**config.mk**
```make
export PLATFORM = sky130hd
export DESIGN_NAME = window_p95_share_gate_core
export DESIGN_NICKNAME = d
export VERILOG_FILES = /design/src/hdl/wpsg_pkg.sv /design/src/hdl/wpsg_ctrl.sv /design/src/hdl/wpsg_dp.sv /design/src/hdl/window_p95_share_gate_core.sv
export VERILOG_INCLUDE_DIRS = /design/src /design/src/hdl
export SDC_FILE = /design/constraint.sdc
export NUM_CORES = 2
export LEC_CHECK = 0
export BUFFER_PORTS_ARGS = -buffer_cell sky130_fd_sc_hd__buf_4
export CORE_ASPECT_RATIO = 1.75
export CORE_MARGIN = 4
export CORE_UTILIZATION = 50
export CTS_CLUSTER_DIAMETER = 60
export CTS_CLUSTER_SIZE = 14
export DETAILED_ROUTE_END_ITERATION = 6
export PLACE_DENSITY = 0.67
export SLEW_MARGIN = 5
export SYNTH_ARGS = -nofsm -noshare
export SYNTH_HDL_FRONTEND = slang
export SYNTH_SLANG_ARGS = --single-unit
```
**constraint.sdc**
```tcl
create_clock -name clk -period 7.6 [get_ports clk]
set_input_delay 0 -clock clk [delete_from_list [all_inputs] [get_ports clk]]
set_output_delay 0 -clock clk [all_outputs]
set_load 0.1 [all_outputs]
```
**src/hdl/window_p95_share_gate_core_assert.svh**
```systemverilog
// ----------------------------------------------------------------------------
// Assertion macros for the window P95 share gate
// Shared property forms; clock is clk, reset is arst_n.
// ----------------------------------------------------------------------------
`ifndef WINDOW_P95_SHARE_GATE_CORE_ASSERT_SVH
`define WINDOW_P95_SHARE_GATE_CORE_ASSERT_SVH

// same-cycle implication
`define WPSG_ASSERT_NOW(lbl, pre, post) \
	lbl: assert property (@(posedge clk) disable iff (!arst_n) (pre) |-> (post)) \
		else $error("wpsg same-cycle check failed");

// next-cycle implication
`define WPSG_ASSERT_NEXT(lbl, pre, post) \
	lbl: assert property (@(posedge clk) disable iff (!arst_n) (pre) |=> (post)) \
		else $error("wpsg next-cycle check failed");

`endif

```
**src/hdl/wpsg_pkg.sv**
```systemverilog
// ----------------------------------------------------------------------------
// wpsg_pkg
// Types and constants shared by the share gate controller and datapath.
// ----------------------------------------------------------------------------
package wpsg_pkg;

	typedef enum logic [1:0] {
		CMD_SAMPLE = 2'd0,
		CMD_BEGIN  = 2'd1,
		CMD_FINISH = 2'd2,
		CMD_CLEAR  = 2'd3
	} cmd_t;

	typedef enum logic [1:0] {
		DEC_INSUFFICIENT = 2'd0,
		DEC_DIRECT       = 2'd1,
		DEC_ELIGIBLE     = 2'd2,
		DEC_RETAINED     = 2'd3
	} dec_t;

	typedef enum logic [1:0] {
		CFG_THRESHOLD = 2'd0,
		CFG_GLES3     = 2'd1,
		CFG_UNPACK    = 2'd2,
		CFG_UNUSED    = 2'd3
	} cfg_idx_t;

	typedef enum logic [3:0] {
		ST_IDLE,
		ST_LOAD,
		ST_CAND,
		ST_SCAN,
		ST_MUL,
		ST_DINIT,
		ST_DIV,
		ST_FIN,
		ST_OUT
	} state_t;

	localparam logic [9:0]  THRESHOLD_RESET = 10'd500;
	localparam logic [9:0]  SHARE_MAX       = 10'd1000;
	localparam logic [41:0] PERMILLE        = 42'd1000;
	localparam logic [3:0]  DIV_LAST        = 4'd9;

	typedef struct packed {
		logic take;
		logic latch_cand;
		logic scan;
		logic mul;
		logic div_init;
		logic div_step;
		logic finish;
		logic load_out;
	} dp_cmd_t;

	typedef struct packed {
		logic complete;
		logic scan_last;
		logic i_last;
		logic div_last;
	} dp_sts_t;

endpackage

```
**src/hdl/wpsg_ctrl.sv**
```systemverilog
// ----------------------------------------------------------------------------
// wpsg_ctrl
// Sequencer: request intake, selection scan, divide and result hand-off.
// ----------------------------------------------------------------------------
module wpsg_ctrl (
	input  logic              clk,
	input  logic              arst_n,
	input  logic              in_valid,
	output logic              in_stall,
	output logic              out_valid,
	input  logic              out_stall,
	input  wpsg_pkg::dp_sts_t sts,
	output wpsg_pkg::dp_cmd_t ctl
);

	wpsg_pkg::state_t state_q, state_nx;
	logic ov_q;

	always_ff @(posedge clk or negedge arst_n) begin
		if (!arst_n) begin
			state_q <= wpsg_pkg::ST_IDLE;
			ov_q    <= 1'b0;
		end else begin
			state_q <= state_nx;
			if (ctl.load_out)
				ov_q <= 1'b1;
			else if (!out_stall)
				ov_q <= 1'b0;
		end
	end

	always_comb begin
		state_nx = state_q;
		ctl      = '0;
		case (state_q)
			wpsg_pkg::ST_IDLE: begin
				if (in_valid) begin
					ctl.take = 1'b1;
					state_nx = sts.complete ? wpsg_pkg::ST_LOAD : wpsg_pkg::ST_OUT;
				end
			end
			wpsg_pkg::ST_LOAD: state_nx = wpsg_pkg::ST_CAND;
			wpsg_pkg::ST_CAND: begin
				ctl.latch_cand = 1'b1;
				state_nx       = wpsg_pkg::ST_SCAN;
			end
			wpsg_pkg::ST_SCAN: begin
				ctl.scan = 1'b1;
				if (sts.scan_last)
					state_nx = sts.i_last ? wpsg_pkg::ST_MUL : wpsg_pkg::ST_LOAD;
			end
			wpsg_pkg::ST_MUL: begin
				ctl.mul  = 1'b1;
				state_nx = wpsg_pkg::ST_DINIT;
			end
			wpsg_pkg::ST_DINIT: begin
				ctl.div_init = 1'b1;
				state_nx     = wpsg_pkg::ST_DIV;
			end
			wpsg_pkg::ST_DIV: begin
				ctl.div_step = 1'b1;
				if (sts.div_last)
					state_nx = wpsg_pkg::ST_FIN;
			end
			wpsg_pkg::ST_FIN: begin
				ctl.finish = 1'b1;
				state_nx   = wpsg_pkg::ST_OUT;
			end
			wpsg_pkg::ST_OUT: begin
				if (!ov_q || !out_stall) begin
					ctl.load_out = 1'b1;
					state_nx     = wpsg_pkg::ST_IDLE;
				end
			end
			default: state_nx = wpsg_pkg::ST_IDLE;
		endcase
	end

	assign in_stall  = (state_q != wpsg_pkg::ST_IDLE);
	assign out_valid = ov_q;

	`include "window_p95_share_gate_core_assert.svh"

	`WPSG_ASSERT_NOW(a_no_overwrite, ov_q && out_stall, !ctl.load_out)
	`WPSG_ASSERT_NEXT(a_take_leaves_idle, ctl.take, state_q != wpsg_pkg::ST_IDLE)
	`WPSG_ASSERT_NEXT(a_scan_to_mul, (state_q == wpsg_pkg::ST_SCAN) && sts.scan_last && sts.i_last, state_q == wpsg_pkg::ST_MUL)

endmodule

```
**src/hdl/wpsg_dp.sv**
```systemverilog
// ----------------------------------------------------------------------------
// wpsg_dp
// Sample windows, rank-count selection, share divider and status registers.
// ----------------------------------------------------------------------------
module wpsg_dp #(
	parameter int unsigned WINDOW_SAMPLES = 32
) (
	input  logic               clk,
	input  logic               arst_n,
	input  wpsg_pkg::dp_cmd_t  ctl,
	output wpsg_pkg::dp_sts_t  sts,
	input  logic [1:0]         cmd,
	input  logic               was_presented,
	input  logic               retained_frame,
	input  logic signed [31:0] upload_time,
	input  logic signed [31:0] draw_time,
	input  logic signed [31:0] swap_time,
	input  logic               keep_buffered,
	input  logic signed [33:0] trial_worker_p95,
	input  logic               cfg_we,
	input  logic [1:0]         cfg_index,
	input  logic [9:0]         cfg_data,
	output logic [1:0]         decision,
	output logic               begin_granted,
	output logic               experiment_active,
	output logic               buffered_retained,
	output logic               can_run,
	output logic [5:0]         pending_count,
	output logic [31:0]        evaluated_count,
	output logic [31:0]        upload_swap_p95,
	output logic [32:0]        worker_p95,
	output logic [9:0]         share_permille
);

	localparam int unsigned AW   = (WINDOW_SAMPLES > 1) ? $clog2(WINDOW_SAMPLES) : 1;
	localparam int unsigned CW   = $clog2(WINDOW_SAMPLES + 1);
	localparam int unsigned KIDX = (WINDOW_SAMPLES * 95 + 99) / 100 - 1;
	localparam logic [AW-1:0] LAST  = AW'(WINDOW_SAMPLES - 1);
	localparam logic [AW-1:0] KSEL  = AW'(KIDX);
	localparam logic [CW-1:0] FLAST = CW'(WINDOW_SAMPLES - 1);
	localparam logic [32:0]   NADD  = 33'(WINDOW_SAMPLES);

	// windows
	logic [31:0] mem_a [WINDOW_SAMPLES];
	logic [32:0] mem_b [WINDOW_SAMPLES];
	logic [31:0] rd_a_q;
	logic [32:0] rd_b_q;
	logic [AW-1:0] rd_addr;

	// status state
	logic [CW-1:0] fill_q;
	wpsg_pkg::dec_t dec_q;
	logic act_q, ret_q, grant_q;
	logic [31:0] usp_q, eval_q;
	logic [32:0] wkp_q;
	logic [9:0]  share_q, thr_q;
	logic g3_q, ub_q;

	// selection and divide
	logic [AW-1:0] i_q, j_q, cnt_a_q, cnt_b_q, cnt_a_nx, cnt_b_nx;
	logic [31:0] cand_a_q;
	logic [32:0] cand_b_q;
	logic [41:0] num_q;
	logic [9:0]  numlo_q, q_q;
	logic [33:0] rem_q, rem_sh;
	logic [3:0]  dc_q;
	logic        ge, less_a, less_b;

	logic [31:0] up_c, dr_c, sw_c, us_w;
	logic [32:0] us_sum, wk_w, eval_sum;
	logic [33:0] wk_sum;
	logic        smp_ok, grant_ok;
	logic [9:0]  share_nx;

	assign up_c = upload_time[31] ? 32'd0 : upload_time;
	assign dr_c = draw_time[31]   ? 32'd0 : draw_time;
	assign sw_c = swap_time[31]   ? 32'd0 : swap_time;
	assign us_sum = {1'b0, up_c} + {1'b0, sw_c};
	assign us_w   = us_sum[31:0];
	assign wk_sum = {2'b00, up_c} + {2'b00, dr_c} + {2'b00, sw_c};
	assign wk_w   = wk_sum[32:0];

	assign smp_ok = was_presented && !retained_frame && !act_q && !ret_q
		&& (dec_q != wpsg_pkg::DEC_RETAINED);
	assign grant_ok = (dec_q == wpsg_pkg::DEC_ELIGIBLE) && !act_q && !ret_q;

	assign sts.complete  = (cmd == wpsg_pkg::CMD_SAMPLE) && smp_ok && (fill_q == FLAST);
	assign sts.scan_last = (j_q == LAST);
	assign sts.i_last    = (i_q == LAST);
	assign sts.div_last  = (dc_q == wpsg_pkg::DIV_LAST);

	// stable rank: smaller values, then equal values at lower index
	assign less_a   = (rd_a_q < cand_a_q) || ((rd_a_q == cand_a_q) && (j_q < i_q));
	assign less_b   = (rd_b_q < cand_b_q) || ((rd_b_q == cand_b_q) && (j_q < i_q));
	assign cnt_a_nx = cnt_a_q + AW'(less_a);
	assign cnt_b_nx = cnt_b_q + AW'(less_b);

	assign rem_sh = {rem_q[32:0], numlo_q[9]};
	assign ge     = (rem_sh >= {1'b0, wkp_q});

	always_comb begin
		if (wkp_q == 33'd0)
			share_nx = 10'd0;
		else if ({1'b0, usp_q} >= wkp_q)
			share_nx = wpsg_pkg::SHARE_MAX;
		else
			share_nx = q_q;
	end

	assign eval_sum = {1'b0, eval_q} + NADD;

	always_comb begin
		if (ctl.latch_cand)
			rd_addr = '0;
		else if (ctl.scan)
			rd_addr = j_q + AW'(1);
		else
			rd_addr = i_q;
	end

	always_ff @(posedge clk) begin
		if (ctl.take && (cmd == wpsg_pkg::CMD_SAMPLE) && smp_ok) begin
			mem_a[fill_q[AW-1:0]] <= us_w;
			mem_b[fill_q[AW-1:0]] <= wk_w;
		end
		rd_a_q <= mem_a[rd_addr];
		rd_b_q <= mem_b[rd_addr];
	end

	always_ff @(posedge clk) begin
		if (ctl.take)
			i_q <= '0;
		if (ctl.latch_cand) begin
			cand_a_q <= rd_a_q;
			cand_b_q <= rd_b_q;
			cnt_a_q  <= '0;
			cnt_b_q  <= '0;
			j_q      <= '0;
		end
		if (ctl.scan) begin
			cnt_a_q <= cnt_a_nx;
			cnt_b_q <= cnt_b_nx;
			j_q     <= j_q + AW'(1);
			if (j_q == LAST)
				i_q <= i_q + AW'(1);
		end
		if (ctl.mul)
			num_q <= {10'd0, usp_q} * wpsg_pkg::PERMILLE;
		if (ctl.div_init) begin
			rem_q   <= {2'b00, num_q[41:10]};
			numlo_q <= num_q[9:0];
			dc_q    <= '0;
		end
		if (ctl.div_step) begin
			rem_q   <= ge ? (rem_sh - {1'b0, wkp_q}) : rem_sh;
			q_q     <= {q_q[8:0], ge};
			numlo_q <= {numlo_q[8:0], 1'b0};
			dc_q    <= dc_q + 4'd1;
		end
		if (ctl.load_out) begin
			decision          <= dec_q;
			begin_granted     <= grant_q;
			experiment_active <= act_q;
			buffered_retained <= ret_q;
			can_run           <= (dec_q == wpsg_pkg::DEC_ELIGIBLE) && g3_q && ub_q;
			pending_count     <= 6'(fill_q);
			evaluated_count   <= eval_q;
			upload_swap_p95   <= usp_q;
			worker_p95        <= wkp_q;
			share_permille    <= share_q;
		end
	end

	always_ff @(posedge clk or negedge arst_n) begin
		if (!arst_n) begin
			fill_q  <= '0;
			dec_q   <= wpsg_pkg::DEC_INSUFFICIENT;
			act_q   <= 1'b0;
			ret_q   <= 1'b0;
			grant_q <= 1'b0;
			usp_q   <= '0;
			wkp_q   <= '0;
			share_q <= '0;
			eval_q  <= '0;
			thr_q   <= wpsg_pkg::THRESHOLD_RESET;
			g3_q    <= 1'b0;
			ub_q    <= 1'b0;
		end else begin
			if (cfg_we) begin
				case (cfg_index)
					wpsg_pkg::CFG_THRESHOLD: thr_q <= cfg_data;
					wpsg_pkg::CFG_GLES3:     g3_q  <= cfg_data[0];
					wpsg_pkg::CFG_UNPACK:    ub_q  <= cfg_data[0];
					default: ;
				endcase
			end
			if (ctl.take) begin
				grant_q <= 1'b0;
				case (cmd)
					wpsg_pkg::CMD_SAMPLE: begin
						if (smp_ok)
							fill_q <= fill_q + CW'(1);
					end
					wpsg_pkg::CMD_BEGIN: begin
						if (grant_ok) begin
							act_q   <= 1'b1;
							grant_q <= 1'b1;
						end
					end
					wpsg_pkg::CMD_FINISH: begin
						act_q  <= 1'b0;
						ret_q  <= keep_buffered;
						fill_q <= '0;
						if (!trial_worker_p95[33] && (trial_worker_p95 != 34'sd0))
							wkp_q <= trial_worker_p95[32:0];
						dec_q <= keep_buffered ? wpsg_pkg::DEC_RETAINED : wpsg_pkg::DEC_DIRECT;
					end
					default: begin
						fill_q  <= '0;
						dec_q   <= wpsg_pkg::DEC_INSUFFICIENT;
						act_q   <= 1'b0;
						ret_q   <= 1'b0;
						usp_q   <= '0;
						wkp_q   <= '0;
						share_q <= '0;
						eval_q  <= '0;
					end
				endcase
			end
			if (ctl.scan && (j_q == LAST)) begin
				if (cnt_a_nx == KSEL)
					usp_q <= cand_a_q;
				if (cnt_b_nx == KSEL)
					wkp_q <= cand_b_q;
			end
			if (ctl.finish) begin
				share_q <= share_nx;
				dec_q   <= (share_nx >= thr_q) ? wpsg_pkg::DEC_ELIGIBLE : wpsg_pkg::DEC_DIRECT;
				eval_q  <= eval_sum[32] ? 32'hFFFF_FFFF : eval_sum[31:0];
				fill_q  <= '0;
			end
		end
	end

endmodule

```
**src/hdl/window_p95_share_gate_core.sv**
```systemverilog
// ----------------------------------------------------------------------------
// window_p95_share_gate_core
// Frame timing gate: windowed P95 of upload+swap and worker time, share gate.
// ----------------------------------------------------------------------------
// Usage:
//   Input channel (in_valid / in_stall) takes one request per accept: a
//   command with its sample or finish fields. Every request yields exactly
//   one status result on the output channel (out_valid / out_stall).
//   Config channel (cfg_valid / cfg_ready, cfg_ready tied high) writes
//   threshold_permille (index 0), gles3_capable (1), unpack_buffer_capable (2);
//   higher indexes are dropped.
// Sequencing:
//   Ordinary requests: the controller goes from idle to the output state,
//   where the result is registered; no new request is taken until then.
//   Window-completing sample: passes through the rank-count scan over the
//   window RAMs (one compare per cycle per window) and then a 10-step
//   restoring divider before its result is registered.
// Reset: internal status clears, threshold returns to 500; result regs
//   and window RAMs are not cleared (RAM entries are written before reads).
// Stall: the result waits in the output register; the next request is taken
//   meanwhile and its result waits until the register frees.
// ----------------------------------------------------------------------------
module window_p95_share_gate_core #(
	parameter int unsigned WINDOW_SAMPLES = 32
) (
	input  logic               clk,
	input  logic               arst_n,
	// request channel
	input  logic               in_valid,
	output logic               in_stall,
	input  logic [1:0]         cmd,
	input  logic               was_presented,
	input  logic               retained_frame,
	input  logic signed [31:0] upload_time,
	input  logic signed [31:0] draw_time,
	input  logic signed [31:0] swap_time,
	input  logic               keep_buffered,
	input  logic signed [33:0] trial_worker_p95,
	// result channel
	output logic               out_valid,
	input  logic               out_stall,
	output logic [1:0]         decision,
	output logic               begin_granted,
	output logic               experiment_active,
	output logic               buffered_retained,
	output logic               can_run,
	output logic [5:0]         pending_count,
	output logic [31:0]        evaluated_count,
	output logic [31:0]        upload_swap_p95,
	output logic [32:0]        worker_p95,
	output logic [9:0]         share_permille,
	// config write channel
	input  logic               cfg_valid,
	output logic               cfg_ready,
	input  logic [1:0]         cfg_index,
	input  logic [9:0]         cfg_data
);

	wpsg_pkg::dp_cmd_t ctl;
	wpsg_pkg::dp_sts_t sts;

	// config writes land at any time; user must issue them only while idle (block does not enforce)
	assign cfg_ready = 1'b1;

	wpsg_ctrl u_ctrl (
		.clk       (clk),
		.arst_n    (arst_n),
		.in_valid  (in_valid),
		.in_stall  (in_stall),
		.out_valid (out_valid),
		.out_stall (out_stall),
		.sts       (sts),
		.ctl       (ctl)
	);

	// windows, selection, divider and the result register
	wpsg_dp #(
		.WINDOW_SAMPLES (WINDOW_SAMPLES)
	) u_dp (
		.clk               (clk),
		.arst_n            (arst_n),
		.ctl               (ctl),
		.sts               (sts),
		.cmd               (cmd),
		.was_presented     (was_presented),
		.retained_frame    (retained_frame),
		.upload_time       (upload_time),
		.draw_time         (draw_time),
		.swap_time         (swap_time),
		.keep_buffered     (keep_buffered),
		.trial_worker_p95  (trial_worker_p95),
		.cfg_we            (cfg_valid && cfg_ready),
		.cfg_index         (cfg_index),
		.cfg_data          (cfg_data),
		.decision          (decision),
		.begin_granted     (begin_granted),
		.experiment_active (experiment_active),
		.buffered_retained (buffered_retained),
		.can_run           (can_run),
		.pending_count     (pending_count),
		.evaluated_count   (evaluated_count),
		.upload_swap_p95   (upload_swap_p95),
		.worker_p95        (worker_p95),
		.share_permille    (share_permille)
	);

endmodule
```
==> impl_metrics.json <==
{
  "status": "finished clean",
  "min_from": "trial_worker_p95[32]",
  "worstSetupStartpoint": "u_dp.usp_q[9]",
  "fin_ws_ns": 1.35,
  "r2r_cells": 18,
  "cts_max_level": 4,
  "rrSetupSlack_ns": 1.35,
  "timing.final.hold_violations": 0,
  "synth.net_count": 8373,
  "fin_tns_setup_ns": 0,
  "clock_latency_ns": 0.87,
  "syn_avg_cell_area_um2": 14.5,
  "initial_core_util_pct": 50.3,
  "critPathKind": "reg -> reg",
  "hold_path.class": "in -> reg",
  "route.detailed.drc": 0,
  "synth-simple-area-share_pct": 6.86,
  "finalCritPeriodShare_pct": 82.3,
  "layoutNonFillerInstCount": 11027,
  "crit_path_max_fanout": 7,
  "setup_violations": 0,
  "track_usage_pct": 25.8,
  "vdd_drop_max_v": 0.000211,
  "ctsResizeCount": 0,
  "clock-skew-final_ns": 0.0552,
  "worstHoldPathCells": 4,
  "drt_first_pass_iters": 6,
  "synth_top_family_by_area": "compound AO/OA/AOI/OAI gates",
  "grt_pass1_vias": 68744,
  "clkTransAtPathRegs_ns": 0.08,
  "ys.warnings.count": 0,
  "cp-start-kind": "flip-flop",
  "synth_flop_cell": "edfxtp_1",
  "numCtsBuffers": 211,
  "synth_mux_area_share_pct": 3.43,
  "min_period_ns": 6.25,
  "grt_pass1_wl_mm": 449,
  "r2r-end": "u_dp.num_q[38]",
  "gp_congestion": 0.892,
  "timing.rr.start": "u_dp.usp_q[9]",
  "synth.distinct_cells": 79,
  "final_max_slew_viol_count": 0,
  "synth_compound_area_share_pct": 12.3,
  "grt_max_degree": 202,
  "tightest_slew_ns": 1.32,
  "wirelength_mm": 307,
  "synth_async_sr_flop_share_pct": 5.10,
  "p_leak_nw": 42.9,
  "slew-limit-headroom_pct": 12.1,
  "die-height_um": 635,
  "pre_cts_slack_ns": 1.38,
  "yosysTopAreaCell": "edfxtp_1",
  "place_inst": 10611,
  "nNetsFinal": 8641,
  "num_vias": 69159,
  "hold_path_end": "u_dp.wkp_q[32]",
  "path_common_cell": "fa_1",
  "cts-root-buf": "clkbuf_16",
  "via_per_inst": 6.27,
  "die_w_um": 366,
  "critPathTopFamily": "compound AO/OA/AOI/OAI gates",
  "clock_path_buffers": 4,
  "drive_above_1_share_pct": 13.2,
  "antenna_found_initial": 5,
  "initialDrtViolationCount": 7368,
  "cpPeakStageDelay_ns": 0.70,
  "synthCells": 7764,
  "cts.sinks": 2569,
  "dp_hpwl_mm": 174,
  "path_buf_inv": 2,
  "synthXorXnorAreaFrac_pct": 0.960,
  "wl_per_cell_um": 27.8,
  "row_count": 229,
  "cts_tree": "done",
  "cp.required_ns": 8.20,
  "ant_nets": 0,
  "synth-edff-count": 2368,
  "numPortBuffers": 272,
  "synth-seq-area-share_pct": 67.6,
  "cp_slowest_cell": "o31ai_1",
  "ys_ff_latch": 2569,
  "synth_fa_ha_area_share_pct": 6.11,
  "syn_to_final_growth_pct": 11.7,
  "overflow": 0,
  "synth_area_leaders": "edfxtp_1 (63%), ha_1 (3.4%), dfrtp_1 (2.8%)",
  "core-area_mm2": 0.223,
  "io_pins": 274,
  "max_freq_mhz": 160,
  "cap_viol_max_count": 0,
  "critical_path.cell_chain": "inv_1 > fa_1 > fa_1 > fa_1 > fa_1 > inv_1 > ha_1 > o21a_1 > o211a_1 > a221oi_1 > o21ai_0 > o31ai_1 > o211ai_1 > a31o_2 > a21oi_2 > o21ai_0 > a21oi_1 > xnor2_1",
  "synth_top_area_share_pct": 63.4,
  "end_kind": "flip-flop",
  "pwr_density_cell_mw_per_mm2": 256,
  "cp.arrival_ns": 6.86,
  "netlist_area_mm2": 0.112,
  "die-area_mm2": 0.232,
  "rsz0062_at_grt": "no"
}
worst min-delay path: cells and delay by family:
family / cells / cell delay [ns]
AOI/OAI and AO/OA: 2 / 0.20
buffers and inverters: 2 / 0.65
cells in the final DEF, fill, tap and decap left out, types with 100 or more instances in the layout:
master and instances:
edfxtp_1 2368, nand2_1 771, o21ai_0 451, buf_4 380
inv_1 319, ha_1 305, a31oi_1 273, o221ai_1 262
o22ai_1 262, clkbuf_16 211, a21oi_1 185, a211oi_1 172
and2_0 154, fa_1 152, nor2b_1 134, mux4_2 130
dfrtp_1 125, and2_1 121, nor2_1 117, a211oi_2 100
routing by layer:
metal | wire [um] | track usage, %
met5 | 13 | 0
met3 | 21300 | 3.16
met2 | 160000 | 46.7
met1 | 113000 | 31.9
met4 | 12500 | 9.58
cell usage after synthesis, types with 134 or more instances:
cell / number
a21oi_1: 191
ha_1: 305
edfxtp_1: 2368
nand2_1: 772
a211oi_1: 172
clkbuf_1: 367
o21ai_0: 451
nor2b_1: 134
o22ai_1: 263
nor2_1: 155
inv_1: 319
a31oi_1: 274
o221ai_1: 262
and2_0: 154
fa_1: 152
per-stage QoR:
step                power [mW]  hold slack, ns  utilization [%]  cell area [um^2]
floorplan                 20.7          -0.296                -            112000
global placement          22.2          0.0845             53.1            118000
detailed placement        22.3          0.0825             53.1            118000
CTS                       32.2         0.00401             56.2            125000
global route              33.2          0.0430             56.2            125000
finish                    32.0          0.0501             56.2            125000
sequential cells by signal (all words and copies together), names as in the netlist, 33 cells and up:
signal / flops
u_dp.wkp_q: 33
u_dp.worker_p95: 33
u_dp.rd_b_q: 33
u_dp.cand_b_q: 33
u_dp.mem_a: 1024
u_dp.num_q: 39
u_dp.mem_b: 1056
u_dp.rem_q: 33
worst max path at each step:
stage	to	depth (start not counted)
4_1_cts	u_dp.num_q[38]	18
2_1_floorplan	u_dp.begin_granted	1
3_3_place_gp	u_dp.num_q[38]	18
3_5_place_dp	u_dp.num_q[38]	18
5_1_grt	u_dp.num_q[38]	18
6_report	u_dp.num_q[38]	18
power by group:
group | switching (mW) | leakage [nW] | total [mW] | internal (mW)
registers | 0.296 | 23.7 | 16.8 | 16.5
clock network | 4.81 | 2.78 | 9.92 | 5.11
logic | 3.87 | 16.5 | 5.33 | 1.45
total | 8.98 | 42.9 | 32.0 | 23.1
cell type report:
| cell class | count | area (um^2) |
|---|---|---|
| multi-input combinational | 4412 | 34200 |
| sequential | 2569 | 75800 |
| antenna | 2 | 5.00 |
| timing repair buffer | 517 | 4650 |
| inverter | 321 | 1200 |
| tap | 2887 | 3610 |
| clock buffer | 307 | 5650 |
| fill | 17346 | 97600 |
| clock inverter | 12 | 139 |
cell families after synthesis:
kind of cell    count (synthesis)
xor+xnor                      123
simple gates                 1609
compound gates               2008
other cells                     1
buf+inv                       783
fa+ha+maj                     457
flops                        2569
mux                           214
timing repair:
| action | in CTS | in global routing |
|---|---|---|
| endpoints found under the hold margin | 218 | 0 |
| hold buffers | 95 | 0 |
| setup buffers | 0 | 0 |
(Power assumes the default switching activity.)
